**src/rtl/dcm_pkg.sv**
```systemverilog
// Shared types, constants and helpers for the drive command mode and slew limiter.
package dcm_pkg;

    localparam int VELOCITY_BITS_DEFAULT = 16;
    localparam int SAT_W                 = 40;   // headroom for products and slew sums
    localparam int FIELD_W               = 16;
    localparam int STEP_W                = 15;
    localparam int APB_ADDR_W            = 5;
    localparam int APB_DATA_W            = 32;

    typedef enum logic [1:0] {
        OP_JOY    = 2'd0,
        OP_AUTO   = 2'd1,
        OP_STATUS = 2'd2,
        OP_TICK   = 2'd3
    } op_t;

    typedef enum logic [2:0] {
        REG_GAIN_LIN_NORMAL = 3'd0,
        REG_GAIN_LIN_TURBO  = 3'd1,
        REG_GAIN_ANG_NORMAL = 3'd2,
        REG_GAIN_ANG_TURBO  = 3'd3,
        REG_AUTO_LIN_GAIN   = 3'd4,
        REG_AUTO_ANG_GAIN   = 3'd5,
        REG_SLEW_STEP       = 3'd6,
        REG_ZERO_BAND       = 3'd7
    } reg_index_t;

    typedef struct packed {
        logic [FIELD_W-1:0] gain_linear_normal;
        logic [FIELD_W-1:0] gain_linear_turbo;
        logic [FIELD_W-1:0] gain_angular_normal;
        logic [FIELD_W-1:0] gain_angular_turbo;
        logic [FIELD_W-1:0] auto_linear_gain;
        logic [FIELD_W-1:0] auto_angular_gain;
        logic [STEP_W-1:0]  slew_step;
        logic [STEP_W-1:0]  zero_band;
    } cfg_t;

    // Clamp to a signed range of the given width; result stays SAT_W wide.
    function automatic logic signed [SAT_W-1:0] sat_vel(
        input logic signed [SAT_W-1:0] v,
        input int                      bits
    );
        logic signed [SAT_W-1:0] one;
        logic signed [SAT_W-1:0] hi;
        logic signed [SAT_W-1:0] lo;
        one = SAT_W'(1);
        hi  = (one <<< (bits - 1)) - one;
        lo  = -hi - one;
        if (v > hi) begin
            return hi;
        end else if (v < lo) begin
            return lo;
        end
        return v;
    endfunction

endpackage

```
**src/rtl/dcm_cfg_regs.sv**
```systemverilog
// APB configuration register file for the drive command block.
module dcm_cfg_regs (
    input  logic                              aclk,
    input  logic                              aresetn,
    input  logic                              psel,
    input  logic                              penable,
    input  logic                              pwrite,
    input  logic [dcm_pkg::APB_ADDR_W-1:0]    paddr,
    input  logic [dcm_pkg::APB_DATA_W-1:0]    pwdata,
    output logic [dcm_pkg::APB_DATA_W-1:0]    prdata,
    output logic                              pready,
    output dcm_pkg::cfg_t                     cfg
);
    import dcm_pkg::*;

    cfg_t       cfg_reg;
    cfg_t       cfg_next;
    reg_index_t index;
    logic       wr_en;

    assign index  = reg_index_t'(paddr[APB_ADDR_W-1:2]);
    assign wr_en  = psel && penable && pwrite;
    assign pready = 1'b1;
    assign cfg    = cfg_reg;

    always_comb begin
        cfg_next = cfg_reg;
        if (wr_en) begin
            case (index)
                REG_GAIN_LIN_NORMAL: cfg_next.gain_linear_normal  = pwdata[FIELD_W-1:0];
                REG_GAIN_LIN_TURBO:  cfg_next.gain_linear_turbo   = pwdata[FIELD_W-1:0];
                REG_GAIN_ANG_NORMAL: cfg_next.gain_angular_normal = pwdata[FIELD_W-1:0];
                REG_GAIN_ANG_TURBO:  cfg_next.gain_angular_turbo  = pwdata[FIELD_W-1:0];
                REG_AUTO_LIN_GAIN:   cfg_next.auto_linear_gain    = pwdata[FIELD_W-1:0];
                REG_AUTO_ANG_GAIN:   cfg_next.auto_angular_gain   = pwdata[FIELD_W-1:0];
                REG_SLEW_STEP:       cfg_next.slew_step           = pwdata[STEP_W-1:0];
                REG_ZERO_BAND:       cfg_next.zero_band           = pwdata[STEP_W-1:0];
                default:             cfg_next = cfg_reg;
            endcase
        end
    end

    always_comb begin
        case (index)
            REG_GAIN_LIN_NORMAL: prdata = APB_DATA_W'(cfg_reg.gain_linear_normal);
            REG_GAIN_LIN_TURBO:  prdata = APB_DATA_W'(cfg_reg.gain_linear_turbo);
            REG_GAIN_ANG_NORMAL: prdata = APB_DATA_W'(cfg_reg.gain_angular_normal);
            REG_GAIN_ANG_TURBO:  prdata = APB_DATA_W'(cfg_reg.gain_angular_turbo);
            REG_AUTO_LIN_GAIN:   prdata = APB_DATA_W'(cfg_reg.auto_linear_gain);
            REG_AUTO_ANG_GAIN:   prdata = APB_DATA_W'(cfg_reg.auto_angular_gain);
            REG_SLEW_STEP:       prdata = APB_DATA_W'(cfg_reg.slew_step);
            REG_ZERO_BAND:       prdata = APB_DATA_W'(cfg_reg.zero_band);
            default:             prdata = '0;
        endcase
    end

    always_ff @(posedge aclk) begin
        if (!aresetn) begin
            cfg_reg.gain_linear_normal  <= FIELD_W'(4096);
            cfg_reg.gain_linear_turbo   <= FIELD_W'(8192);
            cfg_reg.gain_angular_normal <= FIELD_W'(4096);
            cfg_reg.gain_angular_turbo  <= FIELD_W'(8192);
            cfg_reg.auto_linear_gain    <= FIELD_W'(4096);
            cfg_reg.auto_angular_gain   <= FIELD_W'(4096);
            cfg_reg.slew_step           <= STEP_W'(41);
            cfg_reg.zero_band           <= STEP_W'(41);
        end else begin
            cfg_reg <= cfg_next;
        end
    end

endmodule

```
**src/rtl/dcm_scale.sv**
```systemverilog
// One channel of target scaling: stick or autonomous value times gain, floor shift, clamp.
module dcm_scale #(
    parameter int VELOCITY_BITS = dcm_pkg::VELOCITY_BITS_DEFAULT
) (
    input  logic                                 sel_auto,
    input  logic signed [dcm_pkg::FIELD_W-1:0]   stick,
    input  logic        [dcm_pkg::FIELD_W-1:0]   stick_gain,
    input  logic signed [dcm_pkg::FIELD_W-1:0]   auto_val,
    input  logic        [dcm_pkg::FIELD_W-1:0]   auto_gain,
    output logic signed [VELOCITY_BITS-1:0]      result
);
    import dcm_pkg::*;

    localparam int PROD_W = 2 * FIELD_W + 1;

    logic signed [FIELD_W-1:0] val;
    logic signed [FIELD_W:0]   gain_s;
    logic signed [PROD_W-1:0]  prod;
    logic signed [PROD_W-1:0]  shifted;
    logic signed [SAT_W-1:0]   wide;
    logic signed [SAT_W-1:0]   clamped;

    // stick is Q1.15, autonomous request Q4.12; gains are Q4.12
    assign val     = sel_auto ? auto_val : stick;
    assign gain_s  = signed'({1'b0, (sel_auto ? auto_gain : stick_gain)});
    assign prod    = val * gain_s;
    assign shifted = sel_auto ? (prod >>> 12) : (prod >>> 15);
    assign wide    = {{(SAT_W-PROD_W){shifted[PROD_W-1]}}, shifted};
    assign clamped = sat_vel(wide, VELOCITY_BITS);
    assign result  = clamped[VELOCITY_BITS-1:0];

endmodule

```
**src/rtl/dcm_slew.sv**
```systemverilog
// One channel of the slew limiter: take target within one limit, else step by one or two limits, clamp.
module dcm_slew #(
    parameter int VELOCITY_BITS = dcm_pkg::VELOCITY_BITS_DEFAULT
) (
    input  logic signed [VELOCITY_BITS-1:0]    target,
    input  logic signed [VELOCITY_BITS-1:0]    last,
    input  logic        [dcm_pkg::STEP_W-1:0]  step,
    output logic signed [VELOCITY_BITS-1:0]    cmd
);
    import dcm_pkg::*;

    logic signed [SAT_W-1:0] t_w;
    logic signed [SAT_W-1:0] l_w;
    logic signed [SAT_W-1:0] lim;
    logic signed [SAT_W-1:0] lim2;
    logic signed [SAT_W-1:0] lim5;
    logic signed [SAT_W-1:0] d;
    logic signed [SAT_W-1:0] r;
    logic signed [SAT_W-1:0] clamped;

    assign t_w  = {{(SAT_W-VELOCITY_BITS){target[VELOCITY_BITS-1]}}, target};
    assign l_w  = {{(SAT_W-VELOCITY_BITS){last[VELOCITY_BITS-1]}}, last};
    assign lim  = signed'({{(SAT_W-STEP_W){1'b0}}, step});
    assign lim2 = lim <<< 1;
    assign lim5 = (lim <<< 2) + lim;
    assign d    = t_w - l_w;

    always_comb begin
        r = t_w;
        if (d > lim) begin
            r = (d > lim5) ? l_w + lim2 : l_w + lim;
        end else if (d < -lim) begin
            r = (d < -lim5) ? l_w - lim2 : l_w - lim;
        end
    end

    assign clamped = sat_vel(r, VELOCITY_BITS);
    assign cmd     = clamped[VELOCITY_BITS-1:0];

endmodule

```
**src/rtl/drive_command_mode_and_slew_limiter.sv**
```systemverilog
// Top level: event register, mode/stop state, target scaling, slew limiting, result register.
//
//  channel  direction  handshake          payload
//  -------  ---------  -----------------  ---------------------------------------------
//  s_       in         s_valid / s_ready  operation, buttons, stick axes, auto request,
//                                         localization status
//  m_       out        m_valid / m_ready  linear/angular command, auto/turbo/stop flags
//  apb      in         psel/penable/...   eight config registers at 4*i, pready tied high
//
//  Path: an s_ transaction reaches m_ through the event register, then the result register.
//  One transaction per cycle sustained unless a tick stalls; joystick, auto and status
//  events produce no result, a tick produces one.
//  Critical path: the 16x17 multiply in dcm_scale feeding the target registers, and the
//  slew subtract/compare/add feeding last and the result register.
//  Stall: a tick in the event register waits only while the result register is full and
//  m_ready is low; other events drain regardless.
//  Reset (aresetn, synchronous): all mode flags, targets and last commands clear, config
//  registers load their defaults.
module drive_command_mode_and_slew_limiter #(
    parameter int VELOCITY_BITS = dcm_pkg::VELOCITY_BITS_DEFAULT
) (
    input  logic                                aclk,
    input  logic                                aresetn,
    // APB config
    input  logic                                psel,
    input  logic                                penable,
    input  logic                                pwrite,
    input  logic [dcm_pkg::APB_ADDR_W-1:0]      paddr,
    input  logic [dcm_pkg::APB_DATA_W-1:0]      pwdata,
    output logic [dcm_pkg::APB_DATA_W-1:0]      prdata,
    output logic                                pready,
    // input events
    input  logic                                s_valid,
    output logic                                s_ready,
    input  logic [1:0]                          s_operation,
    input  logic                                s_gear_pressed,
    input  logic                                s_enable_pressed,
    input  logic signed [dcm_pkg::FIELD_W-1:0]  s_stick_linear,
    input  logic                                s_stick_linear_present,
    input  logic signed [dcm_pkg::FIELD_W-1:0]  s_stick_angular,
    input  logic                                s_stick_angular_present,
    input  logic signed [dcm_pkg::FIELD_W-1:0]  s_auto_linear,
    input  logic signed [dcm_pkg::FIELD_W-1:0]  s_auto_angular,
    input  logic                                s_status_ok,
    // results
    output logic                                m_valid,
    input  logic                                m_ready,
    output logic signed [dcm_pkg::FIELD_W-1:0]  m_linear_cmd,
    output logic signed [dcm_pkg::FIELD_W-1:0]  m_angular_cmd,
    output logic                                m_auto_engaged,
    output logic                                m_turbo_engaged,
    output logic                                m_stop_active
);
    import dcm_pkg::*;

    localparam int VB = VELOCITY_BITS;

    cfg_t cfg;

    // event register
    logic                      in_valid_reg, in_valid_next;
    op_t                       in_op_reg;
    logic                      in_gear_reg;
    logic                      in_enable_reg;
    logic signed [FIELD_W-1:0] in_stick_lin_reg;
    logic                      in_stick_lin_pres_reg;
    logic signed [FIELD_W-1:0] in_stick_ang_reg;
    logic                      in_stick_ang_pres_reg;
    logic signed [FIELD_W-1:0] in_auto_lin_reg;
    logic signed [FIELD_W-1:0] in_auto_ang_reg;
    logic                      in_status_ok_reg;

    // mode / stop state
    logic turbo_mode_reg,     turbo_mode_next;
    logic gear_latch_reg,     gear_latch_next;
    logic auto_flag_reg,      auto_flag_next;
    logic localized_flag_reg, localized_flag_next;
    logic stop_pending_reg,   stop_pending_next;
    logic resume_auto_reg,    resume_auto_next;
    logic stop_armed_reg,     stop_armed_next;

    logic signed [VB-1:0] target_lin_reg, target_lin_next;
    logic signed [VB-1:0] target_ang_reg, target_ang_next;
    logic signed [VB-1:0] last_lin_reg,   last_lin_next;
    logic signed [VB-1:0] last_ang_reg,   last_ang_next;

    // result register
    logic                      m_valid_reg, m_valid_next;
    logic signed [FIELD_W-1:0] m_lin_reg;
    logic signed [FIELD_W-1:0] m_ang_reg;
    logic                      m_auto_reg;
    logic                      m_turbo_reg;
    logic                      m_stop_reg;

    logic s_fire;
    logic proc_fire;
    logic is_tick;
    logic in_stall;
    logic out_load;

    logic                 sel_auto;
    logic [FIELD_W-1:0]   lin_stick_gain;
    logic [FIELD_W-1:0]   ang_stick_gain;
    logic signed [VB-1:0] scaled_lin;
    logic signed [VB-1:0] scaled_ang;

    logic signed [SAT_W-1:0] zb_w;
    logic signed [SAT_W-1:0] tl_w;
    logic signed [SAT_W-1:0] ta_w;
    logic                    inside_band;
    logic                    stop_hold;
    logic signed [VB-1:0]    tick_tgt_lin;
    logic signed [VB-1:0]    tick_tgt_ang;
    logic signed [VB-1:0]    slew_lin;
    logic signed [VB-1:0]    slew_ang;
    logic signed [SAT_W-1:0] slew_lin_w;
    logic signed [SAT_W-1:0] slew_ang_w;

    dcm_cfg_regs u_cfg (
        .aclk    (aclk),
        .aresetn (aresetn),
        .psel    (psel),
        .penable (penable),
        .pwrite  (pwrite),
        .paddr   (paddr),
        .pwdata  (pwdata),
        .prdata  (prdata),
        .pready  (pready),
        .cfg     (cfg)
    );

    // ---------------- handshake ----------------
    assign is_tick   = (in_op_reg == OP_TICK);
    // only a tick needs the result slot
    assign in_stall  = in_valid_reg && is_tick && m_valid_reg && !m_ready;
    assign s_ready   = !in_stall;
    assign s_fire    = s_valid && s_ready;
    assign proc_fire = in_valid_reg && !in_stall;
    assign out_load  = proc_fire && is_tick;

    always_comb begin
        in_valid_next = in_valid_reg;
        if (s_fire) begin
            in_valid_next = 1'b1;
        end else if (proc_fire) begin
            in_valid_next = 1'b0;
        end
    end

    always_comb begin
        m_valid_next = m_valid_reg;
        if (out_load) begin
            m_valid_next = 1'b1;
        end else if (m_ready) begin
            m_valid_next = 1'b0;
        end
    end

    // ---------------- gear edge (feeds gain select) ----------------
    always_comb begin
        turbo_mode_next = turbo_mode_reg;
        gear_latch_next = gear_latch_reg;
        if (proc_fire && in_op_reg == OP_JOY) begin
            if (in_gear_reg && !gear_latch_reg) begin
                turbo_mode_next = !turbo_mode_reg;
                gear_latch_next = 1'b1;
            end else if (!in_gear_reg && gear_latch_reg) begin
                gear_latch_next = 1'b0;
            end
        end
    end

    // ---------------- scaling ----------------
    // gain follows the mode after this report's toggle
    assign sel_auto       = (in_op_reg == OP_AUTO);
    assign lin_stick_gain = turbo_mode_next ? cfg.gain_linear_turbo  : cfg.gain_linear_normal;
    assign ang_stick_gain = turbo_mode_next ? cfg.gain_angular_turbo : cfg.gain_angular_normal;

    dcm_scale #(.VELOCITY_BITS(VB)) u_scale_lin (
        .sel_auto   (sel_auto),
        .stick      (in_stick_lin_reg),
        .stick_gain (lin_stick_gain),
        .auto_val   (in_auto_lin_reg),
        .auto_gain  (cfg.auto_linear_gain),
        .result     (scaled_lin)
    );

    dcm_scale #(.VELOCITY_BITS(VB)) u_scale_ang (
        .sel_auto   (sel_auto),
        .stick      (in_stick_ang_reg),
        .stick_gain (ang_stick_gain),
        .auto_val   (in_auto_ang_reg),
        .auto_gain  (cfg.auto_angular_gain),
        .result     (scaled_ang)
    );

    // ---------------- tick: stop check then slew ----------------
    assign zb_w = signed'({{(SAT_W-STEP_W){1'b0}}, cfg.zero_band});
    assign tl_w = {{(SAT_W-VB){target_lin_reg[VB-1]}}, target_lin_reg};
    assign ta_w = {{(SAT_W-VB){target_ang_reg[VB-1]}}, target_ang_reg};
    assign inside_band = (tl_w < zb_w) && (tl_w > -zb_w) && (ta_w < zb_w) && (ta_w > -zb_w);
    // pending stop holds targets at zero until both are already near zero
    assign stop_hold    = stop_pending_reg && !inside_band;
    assign tick_tgt_lin = stop_hold ? '0 : target_lin_reg;
    assign tick_tgt_ang = stop_hold ? '0 : target_ang_reg;

    dcm_slew #(.VELOCITY_BITS(VB)) u_slew_lin (
        .target (tick_tgt_lin),
        .last   (last_lin_reg),
        .step   (cfg.slew_step),
        .cmd    (slew_lin)
    );

    dcm_slew #(.VELOCITY_BITS(VB)) u_slew_ang (
        .target (tick_tgt_ang),
        .last   (last_ang_reg),
        .step   (cfg.slew_step),
        .cmd    (slew_ang)
    );

    assign slew_lin_w = {{(SAT_W-VB){slew_lin[VB-1]}}, slew_lin};
    assign slew_ang_w = {{(SAT_W-VB){slew_ang[VB-1]}}, slew_ang};

    // ---------------- event update ----------------
    always_comb begin
        auto_flag_next      = auto_flag_reg;
        localized_flag_next = localized_flag_reg;
        stop_pending_next   = stop_pending_reg;
        resume_auto_next    = resume_auto_reg;
        stop_armed_next     = stop_armed_reg;
        target_lin_next     = target_lin_reg;
        target_ang_next     = target_ang_reg;
        last_lin_next       = last_lin_reg;
        last_ang_next       = last_ang_reg;
        if (proc_fire) begin
            case (in_op_reg)
                OP_JOY: begin
                    if (!in_enable_reg || !localized_flag_reg) begin
                        auto_flag_next  = 1'b0;
                        target_lin_next = in_stick_lin_pres_reg ? scaled_lin : '0;
                        target_ang_next = in_stick_ang_pres_reg ? scaled_ang : '0;
                    end else begin
                        auto_flag_next = 1'b1;
                    end
                end
                OP_AUTO: begin
                    if (auto_flag_reg) begin
                        target_lin_next = scaled_lin;
                        target_ang_next = scaled_ang;
                    end
                end
                OP_STATUS: begin
                    if (in_status_ok_reg) begin
                        localized_flag_next = 1'b1;
                        stop_pending_next   = 1'b0;
                        stop_armed_next     = 1'b0;
                        if (resume_auto_reg) begin
                            auto_flag_next   = 1'b1;
                            resume_auto_next = 1'b0;
                        end
                    end else begin
                        localized_flag_next = 1'b0;
                        auto_flag_next      = 1'b0;
                        if (auto_flag_reg) begin
                            target_lin_next  = '0;
                            target_ang_next  = '0;
                            resume_auto_next = 1'b1;
                        end
                        // one-shot: a second loss before regaining does not re-arm
                        if (!stop_armed_reg) begin
                            stop_pending_next = 1'b1;
                            stop_armed_next   = 1'b1;
                        end
                    end
                end
                OP_TICK: begin
                    stop_pending_next = stop_hold;
                    target_lin_next   = tick_tgt_lin;
                    target_ang_next   = tick_tgt_ang;
                    last_lin_next     = slew_lin;
                    last_ang_next     = slew_ang;
                end
                default: begin
                    auto_flag_next = auto_flag_reg;
                end
            endcase
        end
    end

    // ---------------- registers ----------------
    always_ff @(posedge aclk) begin
        if (!aresetn) begin
            in_valid_reg       <= 1'b0;
            m_valid_reg        <= 1'b0;
            turbo_mode_reg     <= 1'b0;
            gear_latch_reg     <= 1'b0;
            auto_flag_reg      <= 1'b0;
            localized_flag_reg <= 1'b0;
            stop_pending_reg   <= 1'b0;
            resume_auto_reg    <= 1'b0;
            stop_armed_reg     <= 1'b0;
            target_lin_reg     <= '0;
            target_ang_reg     <= '0;
            last_lin_reg       <= '0;
            last_ang_reg       <= '0;
        end else begin
            in_valid_reg       <= in_valid_next;
            m_valid_reg        <= m_valid_next;
            turbo_mode_reg     <= turbo_mode_next;
            gear_latch_reg     <= gear_latch_next;
            auto_flag_reg      <= auto_flag_next;
            localized_flag_reg <= localized_flag_next;
            stop_pending_reg   <= stop_pending_next;
            resume_auto_reg    <= resume_auto_next;
            stop_armed_reg     <= stop_armed_next;
            target_lin_reg     <= target_lin_next;
            target_ang_reg     <= target_ang_next;
            last_lin_reg       <= last_lin_next;
            last_ang_reg       <= last_ang_next;
        end
    end

    // payload registers, no reset
    always_ff @(posedge aclk) begin
        if (s_fire) begin
            in_op_reg             <= op_t'(s_operation);
            in_gear_reg           <= s_gear_pressed;
            in_enable_reg         <= s_enable_pressed;
            in_stick_lin_reg      <= s_stick_linear;
            in_stick_lin_pres_reg <= s_stick_linear_present;
            in_stick_ang_reg      <= s_stick_angular;
            in_stick_ang_pres_reg <= s_stick_angular_present;
            in_auto_lin_reg       <= s_auto_linear;
            in_auto_ang_reg       <= s_auto_angular;
            in_status_ok_reg      <= s_status_ok;
        end
        if (out_load) begin
            m_lin_reg   <= slew_lin_w[FIELD_W-1:0];
            m_ang_reg   <= slew_ang_w[FIELD_W-1:0];
            m_auto_reg  <= auto_flag_next;
            m_turbo_reg <= turbo_mode_next;
            m_stop_reg  <= stop_pending_next;
        end
    end

    assign m_valid         = m_valid_reg;
    assign m_linear_cmd    = m_lin_reg;
    assign m_angular_cmd   = m_ang_reg;
    assign m_auto_engaged  = m_auto_reg;
    assign m_turbo_engaged = m_turbo_reg;
    assign m_stop_active   = m_stop_reg;

    // ---------------- assertions ----------------
    a_pending_armed: assert property (@(posedge aclk) disable iff (!aresetn)
        stop_pending_reg |-> stop_armed_reg)
        else $error("stop pending without stop armed");

    a_auto_localized: assert property (@(posedge aclk) disable iff (!aresetn)
        auto_flag_reg |-> localized_flag_reg)
        else $error("auto mode while not localized");

    a_auto_resume_excl: assert property (@(posedge aclk) disable iff (!aresetn)
        !(auto_flag_reg && resume_auto_reg))
        else $error("auto and resume-auto both set");

    a_tick_result: assert property (@(posedge aclk) disable iff (!aresetn)
        out_load |=> m_valid_reg)
        else $error("tick processed without a result");

endmodule

```
**config.mk**
```make
export PLATFORM = sky130hd
export DESIGN_NAME = drive_command_mode_and_slew_limiter
export DESIGN_NICKNAME = d
export VERILOG_FILES = /design/src/rtl/dcm_pkg.sv /design/src/rtl/dcm_cfg_regs.sv /design/src/rtl/dcm_scale.sv /design/src/rtl/dcm_slew.sv /design/src/rtl/drive_command_mode_and_slew_limiter.sv
export SDC_FILE = /design/constraint.sdc
export NUM_CORES = 2
export LEC_CHECK = 0
export BUFFER_PORTS_ARGS = -buffer_cell sky130_fd_sc_hd__clkbuf_2
export CAP_MARGIN = 20
export CORE_MARGIN = 2
export CORE_UTILIZATION = 40
export DETAILED_ROUTE_END_ITERATION = 8
export PLACE_DENSITY_LB_ADDON = 0.12
export SLEW_MARGIN = 20
export SYNTH_ARGS = -nofsm -noshare
export SYNTH_HDL_FRONTEND = slang
export SYNTH_HIERARCHICAL = 1
export SYNTH_SLANG_ARGS = --single-unit
```
**constraint.sdc**
```tcl
create_clock -name aclk -period 20 [get_ports aclk]
set_input_delay 4 -clock aclk [delete_from_list [all_inputs] [get_ports aclk]]
set_output_delay 4 -clock aclk [all_outputs]
set_load 0.01 [all_outputs]
```
# After elaboration in Yosys (flattened, before gate mapping)
# Index checks and enable logic that the tools add are counted.
[totals]
reg_bits = 305
input_bits = 115
output_inout_bits = 70
word_cells = 199
[classes]
n_addsub = 14
multipliers = 2
n_lt_le_gt_ge = 20
n_eq_ne = 14
muxes = 70
reduce_logical = 43
[op_table]
columns = ["operator", "count"]
rows = [
  ["two-way mux 16 bit", 28],
  ["two-way mux 40 bit", 8],
  ["one-hot mux 32 bit (8 select lines)", 1],
  ["< comparator 40 bit", 4],
  ["one-hot mux 16 bit (4 select lines)", 2],
  ["> comparator 16 x 40 -> 1 bit", 2],
  ["> comparator 40 x 16 -> 1 bit", 2],
  ["> comparator 40 x 16 -> 1 bit, second input constant", 2],
  ["> comparator 40 bit", 2],
  ["< comparator 40 x 16 -> 1 bit, second input constant", 2],
  ["negation 15 -> 40 bit", 2],
  ["subtractor 16 x 16 -> 17 bit", 4],
  ["multiplier 16 x 17 -> 33 bit", 2],
  ["> comparator 21 x 16 -> 1 bit, second input constant", 2],
  ["< comparator 21 x 16 -> 1 bit, second input constant", 2],
  ["two-way mux 20 bit", 2],
  ["negation 40 bit", 1],
  ["adder 16 x 17 -> 18 bit", 2],
  ["subtractor 16 x 17 -> 18 bit", 2],
  ["adder 16 x 16 -> 17 bit", 2],
  ["< comparator 16 bit", 2],
  ["two-way mux 1 bit", 27],
  ["AND reduction 2 bit", 11],
  ["adder 17 x 15 -> 18 bit", 1],
  ["16 further kinds", 48],
]

# Logic depth before layout (Yosys ltp)
[depth]
ltp_word = 19
mapped_depth = 45
depth_no_buf = 42

# By module
# The synthesis kept the hierarchy.
[modules_own_cells]
columns = ["mod", "n_inst", "cells_per_inst", "area_per_inst_um2", "seq_area_each_um2"]
rows = [
  ["dcm_slew", 2, 1145, 8340.5, 0.0],
  ["dcm_scale (u_scale_lin)", 1, 1170, 9738.1, 0.0],
  ["dcm_scale (u_scale_ang)", 1, 1130, 9452.8, 0.0],
  ["drive_command_mode_and_slew_limiter", 1, 834, 9034.9, 4644.5],
  ["dcm_cfg_regs", 1, 765, 6070.8, 2522.4],
]

# Least setup slack after synthesis
# OpenSTA, ideal clock, no wires.
[synth_path]
path_type = "reg-to-reg"
start = "register u_cfg.cfg_reg (netlist bit u_cfg/cfg[1])"
end = "register m_lin_reg[12] (netlist: m_linear_cmd[12]) (data pin)"
setup_time_ns = 0.274
arrival_time_ns = 9.331
required_time_ns = 19.726
path_slack_ns = 10.394
path_stages_with_launch = 38
n_path_buf = 3
synth_period_minus_slack_ns = 9.606
cell_sequence = "dfxtp_1 inv_1 ha_1 or3b_4 or3_1 clkbuf_1 nor4_1 ha_1 nand4_1 nor4_1 nand4_1 mux2i_1 nand2_1 o211ai_1 mux2_2 o21ai_2 clkbuf_1 and2_1 [... 2 more ...] inv_1 fa_1 a211oi_1 o211ai_1 nor3b_1 a21oi_1 ha_1 a21o_1 nand2_1 a31oi_1 nor4b_1 nand4_1 a221o_1 xnor2_1 o221a_2 nor2_2 buf_2 a22oi_1"
[synth_via]
elab_chain_len = 17
elab_cells_between_ends = 26
cone_classes = "2 x add/sub; 10 x order compare; 9 x mux; 5 x reduce/logical"
[synth_rtl]
columns = ["element", "line", "rtl"]
rows = [
  ["start, declared", "dcm_cfg_regs.sv:16", "cfg_t cfg_reg;"],
  ["start signal, assigned", "dcm_cfg_regs.sv:68", "cfg_reg <= cfg_next;"],
  ["negation 15 -> 40 bit", "drive_command_mode_and_slew_limiter.sv:201", "assign inside_band = (tl_w < zb_w) && (tl_w > -zb_w) && (ta_w < zb_w) && (ta_w > -zb_w);"],
  ["> comparator 16 x 40 -> 1 bit", "drive_command_mode_and_slew_limiter.sv:201", ""],
  ["logical AND 1 bit (2 in a row)", "drive_command_mode_and_slew_limiter.sv:201", ""],
  ["logical AND 1 bit (*)", "drive_command_mode_and_slew_limiter.sv:201", ""],
  ["logical NOT 1 bit (*)", "drive_command_mode_and_slew_limiter.sv:203", "assign stop_hold = stop_pending_reg && !inside_band;"],
  ["logical AND 1 bit (*)", "drive_command_mode_and_slew_limiter.sv:203", ""],
  ["two-way mux 16 bit (*)", "drive_command_mode_and_slew_limiter.sv:204", "assign tick_tgt_lin = stop_hold ? '0 : target_lin_reg;"],
  ["net tick_tgt_lin[0]", "drive_command_mode_and_slew_limiter.sv:112", "logic signed [VB-1:0] tick_tgt_lin;"],
  ["[... 2 more ...]", "--", ""],
  ["two-way mux 40 bit", "dcm_slew.sv:33", "r = (d < -lim5) ? l_w - lim2 : l_w - lim;"],
  ["two-way mux 40 bit", "dcm_slew.sv:32", "end else if (d < -lim) begin"],
  ["two-way mux 40 bit (*)", "dcm_slew.sv:30", "if (d > lim) begin"],
  ["< comparator 40 x 16 -> 1 bit", "dcm_pkg.sv:53", "end else if (v < lo) begin"],
  ["two-way mux 1 bit", "dcm_pkg.sv:53", ""],
  ["two-way mux 1 bit", "dcm_pkg.sv:51", "if (v > hi) begin"],
  ["two-way mux 16 bit (*)", "dcm_pkg.sv:56", "return v;"],
  ["net slew_lin[12]", "drive_command_mode_and_slew_limiter.sv:114", "logic signed [VB-1:0] slew_lin;"],
  ["end signal, assigned", "drive_command_mode_and_slew_limiter.sv:338", "m_lin_reg <= slew_lin_w[FIELD_W-1:0];"],
  ["end, declared", "drive_command_mode_and_slew_limiter.sv:89", "logic signed [FIELD_W-1:0] m_lin_reg;"],
]
# The timed path passes the listed nets; every way through them passes the cells marked *.
# A chain may end at the register's enable or synchronous reset.

# Worst setup path in the final report
[layout_path]
start = "register u_cfg.cfg_reg (netlist bit u_cfg/cfg[1])"
end = "register last_lin_reg[9]"
[layout_via]
elab_chain_len = 17
elab_cells_between_ends = 26
cone_classes = "2 x add/sub; 10 x order compare; 9 x mux; 5 x reduce/logical"
[layout_rtl]
columns = ["element", "line", "rtl"]
rows = [
  ["negation 15 -> 40 bit", "drive_command_mode_and_slew_limiter.sv:201", ""],
  ["> comparator 16 x 40 -> 1 bit", "drive_command_mode_and_slew_limiter.sv:201", ""],
  ["logical AND 1 bit (2 in a row)", "drive_command_mode_and_slew_limiter.sv:201", ""],
  ["logical AND 1 bit (*)", "drive_command_mode_and_slew_limiter.sv:201", ""],
  ["logical NOT 1 bit (*)", "drive_command_mode_and_slew_limiter.sv:203", ""],
  ["logical AND 1 bit (*)", "drive_command_mode_and_slew_limiter.sv:203", ""],
  ["two-way mux 16 bit (*)", "drive_command_mode_and_slew_limiter.sv:204", ""],
  ["net tick_tgt_lin[0]", "drive_command_mode_and_slew_limiter.sv:112", ""],
  ["[... 2 more ...]", "--", ""],
  ["two-way mux 40 bit", "dcm_slew.sv:33", ""],
  ["two-way mux 40 bit", "dcm_slew.sv:32", ""],
  ["two-way mux 40 bit (*)", "dcm_slew.sv:30", ""],
  ["< comparator 40 x 16 -> 1 bit", "dcm_pkg.sv:53", ""],
  ["two-way mux 1 bit", "dcm_pkg.sv:53", ""],
  ["two-way mux 1 bit", "dcm_pkg.sv:51", ""],
  ["two-way mux 16 bit (*)", "dcm_pkg.sv:56", ""],
  ["net slew_lin[9]", "drive_command_mode_and_slew_limiter.sv:114", ""],
  ["end signal, assigned", "drive_command_mode_and_slew_limiter.sv:318", "last_lin_reg <= last_lin_next;"],
  ["end, declared", "drive_command_mode_and_slew_limiter.sv:84", "logic signed [VB-1:0] last_lin_reg, last_lin_next;"],
]
# Marks and branches as above.

==> run metrics <==
status=finished, final reports clean; number of flip-flops in the largest register=between 100 and 150; Setup CP Type=reg2reg; proportion of synthesized chip area in sequential cells=between 10% and 20%; pre-CTS worst setup slack=just under 8 ns; nature of the critical path endpoint=flip-flop; Worst Hold Depth=2; count of distinct cell types in the synthesized netlist=126; vias per inst=approximately 5.6; warning count from the yosys run=6; Floorplan Core Area=126100 um^2; final critical-path setup slack=7.556 ns; post-layout minimum cycle time=about 12 ns; fin crit share=62.22%; critical path's largest stage delay=0.83 ns; die boundary width=361.0 um; number of failing setup endpoints in the final timing report=0; total of cells resized after clock tree synthesis=0; number of ports placed on the die boundary=185; post-synthesis compound-gate area fraction=18.33%; Hold-fix buffers, CTS=0; global-route wire length before repair=257100 um; Die Y=361.0 um; area overhead of the layout relative to synthesis=6.966%; post-synthesis average cell area=8.237 um^2; clock latency on the worst-skew pair=0.65 ns; post-synthesis share of cell area spent on full adders, half adders and majority gates=~33%; number of antenna violations at the first check in global routing=6; number of max-cap violations=0; maximum number of pins on one net before global-route repair=127; destination of the worst register-to-register timing path=last_lin_reg[9]$_SDFFE_PN0P_; routability congestion estimate from global placement=0.9183; total CTS buffers=40; sinks on the clock net=305; Avg WL per Cell=20.89 um; main combinational cell family by area after synthesis=adder cells; number of cell rows=130; most instantiated flip-flop cell in the synthesis netlist=sky130_fd_sc_hd__dfxtp_1; share of async-settable or async-resettable flops after synthesis=0%; highest-count cells in the layout ignoring fill and taps=sky130_fd_sc_hd__nand2_1 (812), sky130_fd_sc_hd__inv_1 (720), sky130_fd_sc_hd__ha_1 (693), sky130_fd_sc_hd__nor2_1 (540), sky130_fd_sc_hd__fa_1 (398); effective utilization at floorplan=40.44%; nets@finish=7414; via count=43980; static power due to leakage=between 20 and 25 nW; Hold Path Class=reg2reg; instance count of the mapped netlist=around 6200; GRT Residual Overflow=0; mux contribution to synthesized area=4.224%; data required time of the worst path=~20 ns; number of inserted filler cells in the final layout=12760; Worst-Margin Slew=1.129 ns; Post-Synth Simple-Gate Area=18.43%; Post-synth EDFFs=106; slack of the worst reg-to-reg path=7.56 ns; top fanout value on the critical path=23; library cell used as clock root buffer=sky130_fd_sc_hd__clkbuf_16; Fin. Hold Viols=0; clock-pin slew of the registers on the worst-case setup and hold paths=0.06 ns; worst relative slew slack=between 20% and 30%; Max Transition Viols Final=0; cell with the most instances on the worst path=sky130_fd_sc_hd__ha_1; deepest clock path buffer count=3; Highest Clock Rate=80.36 MHz; most common library cell in the layout ignoring fill and taps=sky130_fd_sc_hd__nand2_1; Synth Area in XOR/XNOR=4.283%; Critical Path Source Type=flip-flop; arrival time at the worst endpoint=12.92 ns; cell area power density=162.2 nW/um^2; number of synthesized register bits=305; post-layout total power=0.008847 W; residual DRC count=0; Worst Hold End=localized_flag_reg$_SDFFE_PN0P_; CTS H-tree depth=2; number of routed nets with antenna violations=0; Port Buf Inserts=149; launch instance of the worst min-delay path=localized_flag_reg$_SDFFE_PN0P_; Peak supply drop=0.3204 mV; Die Area=130300 um^2; post-CTS setup buffer count=0; number of cells on the worst reg-to-reg path=40; worst r2r src=u_cfg/cfg[1]$_SDFFE_PN0P_; all-layer global routing usage=25.00%; setup repair after global routing missed its margin=no; highest-delay cell along the critical path=sky130_fd_sc_hd__nand2_1; fraction of layout cells with a size suffix above 1=9.615%; post-synthesis instance area=50980 um^2; wire length after detailed routing=164900 um; drt initial violations=3345; TritonCTS clock tree=done; sum of negative setup slack=0 ns; length of the first detailed-routing pass in iterations=6; number of global-route vias before repair=43640; Clock Skews=roughly 0.045 ns; estimated wirelength of the detail-placed design=between 100000 and 150000 um
==> cell families (layout without fill, tap and decap cells) <==
group,Yosys count,after routing
AO/OA/AOI/OAI,1312,1312
XOR/XNOR,245,245
adder cells (fa/ha/maj),1091,1091
buffers and inverters,998,1034
flip-flops,305,305
multiplexers,203,203
other,2,21
AND/OR/NAND/NOR,2033,2033
==> per-stage QoR <==
stage          util, %  std cells  instance area, um^2  hold WS, ns
2_1_floorplan        -       6204                51030       0.4312
3_3_place_gp     42.16       7814                53150       0.4397
3_5_place_dp     42.16       7814                53150       0.4433
4_1_cts          43.23       7888                54500       0.4509
5_1_grt          43.25       7893                54530       0.4929
6_report         43.26       7894                54530       0.4502
==> synthesized netlist by cell type, drive strengths merged, types with 38 or more instances <==
| library cell | instances | area, um^2 |
|---|---|---|
| edfxtp | 106 | 3183 |
| and2 | 55 | 346.6 |
| nor2 | 569 | 2206 |
| o21ai | 239 | 1320 |
| dfxtp | 199 | 3984 |
| nor3 | 86 | 466.7 |
| a21oi | 329 | 1725 |
| xnor2 | 166 | 1454 |
| a21o | 74 | 555.5 |
| nand4 | 70 | 444.2 |
| inv | 728 | 2733 |
| a221oi | 48 | 432.9 |
| clkbuf | 140 | 525.5 |
| o21a | 58 | 437.9 |
| ha | 693 | 8671 |
| a211oi | 48 | 395.4 |
| a31oi | 49 | 370.4 |
| mux2i | 106 | 1061 |
| o31ai | 38 | 326.6 |
| a21boi | 119 | 893.4 |
| nand2 | 817 | 3084 |
| o211ai | 49 | 367.9 |
| nor2b | 54 | 337.8 |
| nand2b | 89 | 556.8 |
| mux2 | 97 | 1092 |
| buf | 126 | 819.5 |
| xor2 | 79 | 729.4 |
| nand3 | 111 | 565.5 |
| fa | 398 | 7968 |
==> final cells by class <==
type	instances	area (um^2)	share of cell area [%]
multi-input combinational	4901	39830	73.05
timing repair buffer	228	1358	2.490
clock buffer	52	1127	2.067
clock inverter	22	217.7	0.3993
sequential	305	7169	13.15
antenna	4	10.01	0.01836
inverter	732	2748	5.039
tap	1650	2064	3.786
==> worst max-delay path by stage <==
stage	from	to	slack, ns
finish	u_cfg/cfg[1]$_SDFFE_PN0P_	last_lin_reg[9]$_SDFFE_PN0P_	7.56
global route	u_cfg/cfg[1]$_SDFFE_PN0P_	last_lin_reg[9]$_SDFFE_PN0P_	6.76
CTS	u_cfg/cfg[1]$_SDFFE_PN0P_	last_lin_reg[9]$_SDFFE_PN0P_	7.72
detailed placement	u_cfg/cfg[1]$_SDFFE_PN0P_	last_lin_reg[9]$_SDFFE_PN0P_	7.82
global placement	u_cfg/cfg[1]$_SDFFE_PN0P_	m_linear_cmd[9]$_DFFE_PP_	7.87
floorplan	u_cfg/cfg[1]$_SDFFE_PN0P_	m_linear_cmd[12]$_DFFE_PP_	10.39
==> power breakdown <==
group          internal (W)  switching, W
logic               0.00253       0.00459
registers          0.000913     0.0000718
clock network      0.000418      0.000320
total               0.00386       0.00499
==> worst max-delay path, delay by kind of cell, from the launching register on <==
kind / cells / cell delay (ns)
fa+ha+maj: 5 / 1.12
simple gates: 16 / 5.74
xor+xnor: 1 / 0.44
buf+inv: 4 / 0.64
flops: 1 / 0.41
compound gates: 12 / 3.22
mux: 2 / 0.69
==> metal layers <==
layer  vias to the layer above  track usage [%]  routed length [um]
met2                      1207            39.98               73510
met3                       164            3.275                9671
met1                     21350            35.82               78260
met4                         2            5.349                3451
li1                      21260                -                   -
met5                         -                0                  16
Power figures use the tool's default switching activity.
